### src/rtl/q_table_update_engine_assert.svh
// Assertion macros for the Q-table update engine.
// Used by the top level only; no other dependencies.
`ifndef Q_TABLE_UPDATE_ENGINE_ASSERT_SVH
`define Q_TABLE_UPDATE_ENGINE_ASSERT_SVH
`ifndef SYNTH
`define QTUE_ASSERT_NEVER(lbl, clk, rst, cond) \
  lbl: assert property (@(posedge clk) disable iff (rst) !(cond)) \
    else $error("qtue: forbidden condition seen");
`define QTUE_ASSERT_IMPL(lbl, clk, rst, ante, cons) \
  lbl: assert property (@(posedge clk) disable iff (rst) (ante) |-> (cons)) \
    else $error("qtue: implication failed");
`define QTUE_ASSERT_NEXT(lbl, clk, rst, ante, cons) \
  lbl: assert property (@(posedge clk) disable iff (rst) (ante) |=> (cons)) \
    else $error("qtue: next-cycle implication failed");
`else
`define QTUE_ASSERT_NEVER(lbl, clk, rst, cond)
`define QTUE_ASSERT_IMPL(lbl, clk, rst, ante, cons)
`define QTUE_ASSERT_NEXT(lbl, clk, rst, ante, cons)
`endif
`endif

### src/rtl/qtue_pkg.sv
// Shared types and constants for the Q-table update engine.
// No dependencies.
package qtue_pkg;

  localparam int CFG_IDX_W  = 2;
  localparam int CFG_DATA_W = 17;

  localparam logic [CFG_IDX_W-1:0] CFG_ACTION_COUNT = 2'd0;
  localparam logic [CFG_IDX_W-1:0] CFG_STATE_COUNT  = 2'd1;
  localparam logic [CFG_IDX_W-1:0] CFG_LEARN_RATE   = 2'd2;
  localparam logic [CFG_IDX_W-1:0] CFG_DISCOUNT     = 2'd3;

  localparam logic [16:0] ONE_Q16          = 17'd65536;
  localparam logic [16:0] LEARN_RATE_RESET = 17'd6554;
  localparam logic [16:0] DISCOUNT_RESET   = 17'd58982;
  localparam int          ACTION_RESET     = 8;
  localparam int          STATE_RESET      = 1024;

  localparam logic [31:0] SAT_POS = 32'h7FFF_FFFF;
  localparam logic [31:0] SAT_NEG = 32'h8000_0000;

  typedef struct packed {
    logic [9:0]         cur_state;
    logic [2:0]         taken_action;
    logic signed [31:0] reward;
    logic [9:0]         next_state;
  } item_t;

  typedef struct packed {
    logic signed [31:0] new_value;
    logic [2:0]         best_next_action;
    logic               index_error;
  } result_t;

  // controller -> datapath
  typedef struct packed {
    logic load;
    logic clr_step;
    logic scan_step;
    logic cell_rd;
    logic mul1;
    logic diff;
    logic mul2;
    logic wb;
    logic out_load;
  } cmd_t;

  // datapath -> controller
  typedef struct packed {
    logic in_err;
    logic clr_last;
    logic scan_last;
  } status_t;

endpackage

### src/rtl/qtue_ctrl.sv
// Controller state machine: sequences clear pass, row scan, update and result handoff.
// Depends on qtue_pkg.
module qtue_ctrl
  import qtue_pkg::*;
(
  input  logic    clk,
  input  logic    rst,
  input  logic    item_valid,
  output logic    item_stall,
  output logic    result_valid,
  input  logic    result_stall,
  input  status_t st,
  output cmd_t    cmd
);

  typedef enum logic [3:0] {
    S_CLEAR,
    S_IDLE,
    S_SCAN,
    S_CELL,
    S_MUL1,
    S_DIFF,
    S_MUL2,
    S_WB,
    S_RESULT
  } state_t;

  state_t state;
  logic   accept;
  logic   out_free;

  assign item_stall = (state != S_IDLE);
  assign accept     = item_valid && !item_stall;
  assign out_free   = !result_valid || !result_stall;

  always_comb begin
    cmd           = '0;
    cmd.load      = accept;
    cmd.clr_step  = (state == S_CLEAR);
    cmd.scan_step = (state == S_SCAN);
    cmd.cell_rd   = (state == S_CELL);
    cmd.mul1      = (state == S_MUL1);
    cmd.diff      = (state == S_DIFF);
    cmd.mul2      = (state == S_MUL2);
    cmd.wb        = (state == S_WB);
    cmd.out_load  = (state == S_RESULT) && out_free;
  end

  always_ff @(posedge clk) begin
    if (rst) begin
      state        <= S_CLEAR;
      result_valid <= 1'b0;
    end else begin
      if (cmd.out_load) begin
        result_valid <= 1'b1;
      end else if (!result_stall) begin
        result_valid <= 1'b0;
      end
      case (state)
        S_CLEAR: begin
          if (st.clr_last) begin
            state <= S_IDLE;
          end
        end
        S_IDLE: begin
          if (accept) begin
            state <= st.in_err ? S_RESULT : S_SCAN;
          end
        end
        S_SCAN: begin
          if (st.scan_last) begin
            state <= S_CELL;
          end
        end
        S_CELL:   state <= S_MUL1;
        S_MUL1:   state <= S_DIFF;
        S_DIFF:   state <= S_MUL2;
        S_MUL2:   state <= S_WB;
        S_WB:     state <= S_RESULT;
        S_RESULT: begin
          if (out_free) begin
            state <= S_IDLE;
          end
        end
        default: state <= S_IDLE;
      endcase
    end
  end

endmodule

### config.mk
export PLATFORM = sky130hd
export DESIGN_NAME = qtue_ctrl
export DESIGN_NICKNAME = d
export VERILOG_FILES = /design/src/rtl/q_table_update_engine_assert.svh /design/src/rtl/qtue_pkg.sv /design/src/rtl/qtue_ctrl.sv
export SDC_FILE = /design/constraint.sdc
export NUM_CORES = 1
export LEC_CHECK = 0
export BUFFER_PORTS_ARGS = -buffer_cell sky130_fd_sc_hd__buf_2
export CAP_MARGIN = 10
export CORE_AREA = 8 8 45 47
export DETAILED_ROUTE_END_ITERATION = 16
export DIE_AREA = 0 0 53 55
export GPL_ROUTABILITY_DRIVEN = 1
export PLACE_DENSITY = 0.49
export REMOVE_ABC_BUFFERS = 1
export SLEW_MARGIN = 30
export SYNTH_ARGS = -nofsm -noshare
export SYNTH_HDL_FRONTEND = slang
export SYNTH_SLANG_ARGS = --single-unit
### constraint.sdc
create_clock -name clk -period 3.7 [get_ports clk]
set_input_delay 0.37 -clock clk [delete_from_list [all_inputs] [get_ports clk]]
set_output_delay 0.37 -clock clk [all_outputs]
set_load 0.02 [all_outputs]
* Word-level counts from Yosys, hierarchy flattened
Cells that the tools add are included.
** Storage, ports and cells
- Logic and storage cells :: 32
- Output and inout port bits :: 11
- Register bits after elaboration :: 5
** Cells by class
- Reductions and logical operators :: 8
- Mux-type cells :: 8
- Equality and inequality tests :: 14
** Operator list (number)
- $pmux 4 s9 :: 1
- $mux 4 :: 5
- $eq 4x3->1 const B :: 4
- $eq 4x2->1 const B :: 2
- $ne 2x2->1 const B :: 4
- $eq 4x1->1 const B :: 1
- $eq 4x4->1 const B :: 1
- $logic_not 4->1 :: 1
- $ne 4x1->1 const B :: 1
- $reduce_and 4->1 :: 1
- $logic_not 1->1 :: 3
- $logic_and 1x1->1 :: 2
- $mux 1 :: 2
- $ne 2x1->1 const B :: 1
- $logic_or 1x1->1 :: 1

* Logic depth before layout (Yosys ltp)
- Depth in word-level cells :: 5
- Mapped depth :: 4
- Mapped depth without buffers :: 3

* Worst setup path before layout
OpenSTA, ideal clock, no wires.
- Path kind :: register -> output
- Start :: register state[2]
- End :: output port cmd[0] (netlist name)
- Buffers on the path :: 1
- Required time :: 3330 ps
- Arrival time :: 1292 ps
- Cell stages (with the launch flop) :: 4
- Slack :: 2038 ps
- Cells stage by stage :: dfxtp_1 > buf_6 > or4b_4 > a21oi_1
** RTL lines
- start: declaration :: RTL line qtue_ctrl.sv:28 : state_t state;
- start signal: assignment :: RTL line qtue_ctrl.sv:67 : state <= st.in_err ? S_RESULT : S_SCAN;
- end: declaration :: RTL line qtue_ctrl.sv:13 : output cmd_t cmd

==> metrics.md <==
| Metric | Value |
|---|---|
| Outcome | complete, no violations |
| Worst EP arrival | around 1.6 ns |
| Crit path launch type | flip-flop |
| Die Width | ~53 um |
| Vias in the first global route | ~370 |
| Final setup TNS | 0 ns |
| Fin nets | 70 |
| Slowest stage delay, CP | ~0.53 ns |
| CP delay by family, top | simple AND/OR/NAND/NOR gates |
| Final hold violations | 0 |
| First-pass GRT wire length | approximately 1.6 mm |
| Post-layout min period | a little under 2 ns |
| Synthesized instance count | 46 |
| Crit-path cells | or4b_4 > nor2_1 > buf_2 |
| Most common cell after layout, fill and taps aside | buf_2 |
| Number of diodes | 0 |
| Residual DRC count | 0 |
| P_leak | a little over 0.2 nW |
| Met1 usage | approximately a tenth |
| Met3 Track Usage GR | under 10% |
| Root Driver | clkbuf_4 |
| Fraction of layout cells with a size suffix above 1 | 37.1% |
| Post_cts resized | 0 |
| Overall Global Routing Usage | 7.54% |
| Synth Register Bits | 5 |
| Worst-path fanout max | 12 |
| IO Count | 18 |
| Unrepaired setup endpoints after global routing | false |
| Area growth syn-to-layout | 27.5% |
| Worst Skew | 0.00576 ns |
| DR vias | 366 |
| Max clock buf depth | 2 |
| I/O Buffers | 17 |
| Later-pin clock latency in the skew report | approximately 0.25 ns |
| Drt first pass iters | 3 |
| Register area share after synthesis | roughly 28% |
| # Post-CTS Setup Buffers | 0 |
| Avg Inst Size Synth | between 7 and 8 um2 |
| Inst Count DP | 74 |
| DRT iter0 DRCs | 5 |
| Die Span Y | between 50 and 60 um |
| Largest net degree at the start of global routing | 13 |
| Max IR drop VDD | about 150 uV |
| Yosys warning count | 0 |
| Most frequent cells in the layout | 17 x buf_2, 6 x nor2_1, 5 x nand2b_1, 5 x dfxtp_1, 4 x a21oi_1 |
| Max-cap violations | 0 |
| GP Congestion | 0.711 |
| Final cycle utilization of the critical path | between 50% and 60% |
| GRT busiest layer | met2 |
| DRT antenna net count | 0 |
| Slowest-stage cell, CP | dfxtp_1 |
| Synth unique cells | 23 |
| Max frequency | between 0.5 and 0.6 GHz |
| Crit path kind | flip-flop to primary output |
| Total chip power | 0.186 mW |
| # clock sinks | 5 |
| Post-Syn Area | about 360 um2 |
| Starting Density | roughly 26% |
| H-tree levels | 1 |
| Critical path buffers and inverters | 1 |
| Wire per inst | approximately 12 um |
| Die area | between 2000 and 3000 um2 |
| Vias/cell | approximately 4.7 |
| Final Max Slew Viols | 0 |
| GRT Residual Overflow | 0 |
| CP Capture Type | primary output |
| Met2 Use GR | around a tenth |
| CTS tree | yes |
| Cell Rows | 14 |
| Total CTS buffers | 3 |
| HP Class | input pin to flip-flop |
| Worst-margin pin slew | approximately 0.36 ns |
| DP Wirelength | 691 um |
| Layout Cells excl Fill | 78 |
| Setup violators final | 0 |
| Post-Route WL | ~970 um |
| Crit path required time | 3.33 ns |
| Slew headroom | 75.9% |
| Hold-fix buffers, CTS | 0 |
| Area of the core | about 1400 um2 |
| Initial antenna violation count | 0 |
| Clock transition at path regs | ~0.050 ns |
| Cell Pwr Density | 407 nW/um2 |
==> where the power goes <==
group          internal (mW)  switching [mW]
clock                 0.0410          0.0257
combinational         0.0234          0.0281
sequential            0.0579         0.00997
==> Yosys cell counts <==
library cell	instances	area (um2)
or4b_4	2	27.5
nand2_1	3	11.3
a311o_1	1	10.0
o21a_1	1	7.51
clkbuf_1	1	3.75
nor2_1	6	22.5
nor4_1	1	6.26
or3_1	2	12.5
nand3b_1	1	7.51
nor3_1	3	15.0
inv_1	1	3.75
buf_4	1	7.51
nand2b_1	5	31.3
or2b_1	1	7.51
xor2_1	1	8.76
o221ai_1	1	8.76
o22ai_1	1	6.26
dfxtp_1	5	100
a21oi_1	4	20.0
mux2_2	1	11.3
o41ai_1	1	8.76
buf_6	1	11.3
buf_2	2	10.0
==> state kept, by name, summed over array words and instances (netlist names) <==
| name | flops |
|---|---|
| state | 4 |
| result_valid | 1 |
==> final cells by class <==
cell class | instances | area [um2]
fillers | 151 | 926
multi-input cells | 35 | 223
flip-flops and latches | 5 | 100
repair buffers | 17 | 85.1
clock buffers | 4 | 26.3
well taps | 16 | 20.0
inverters | 1 | 3.75
==> stage by stage <==
stage          util (%)  hold WS [ns]  instance area, um2  setup WS [ns]
6_report           33.1         0.333                 458           1.77
5_1_grt            33.1         0.343                 458           1.67
4_1_cts            33.1         0.329                 458           1.75
3_5_place_dp       31.2         0.517                 432           2.04
3_3_place_gp       31.2         0.514                 432           2.03
2_1_floorplan         -         0.439                 327           2.01
==> layer usage <==
metal / up-vias / routed length [um] / share of wire [%]
met3: 2 / 30 / 3.1
met2: 13 / 422 / 44
li1: 195 / - / -
met4: 0 / 15 / 1.6
met5: - / 0 / 0
met1: 156 / 499 / 52
==> logic make-up (layout without fill, tap and decap cells) <==
logic type	Yosys count	count (layout)	share of synthesized area [%]
xor gates and xnor gates	1	1	2.44
DFF	5	5	27.9
muxes	1	1	3.14
and+or+nand+nor	24	24	39.4
buffers and inverters	6	22	10.1
AOI/OAI and AO/OA	9	9	17.1
==> path summary, 6_finish.rpt <==
kind	startpoint	end	slack [ns]	depth (start not counted)
worst max-delay path	state[0]$_SDFFE_PP0P_	cmd[8]	1.77	3
worst min-delay path	rst	result_valid$_SDFFE_PP0P_	0.33	2
worst max register to register	state[1]$_SDFFE_PP0P_	state[3]$_SDFFE_PP0P_	2.21	3
worst min register to register	result_valid$_SDFFE_PP0P_	result_valid$_SDFFE_PP0P_	0.52	2
Power figures use the tool's default switching activity.
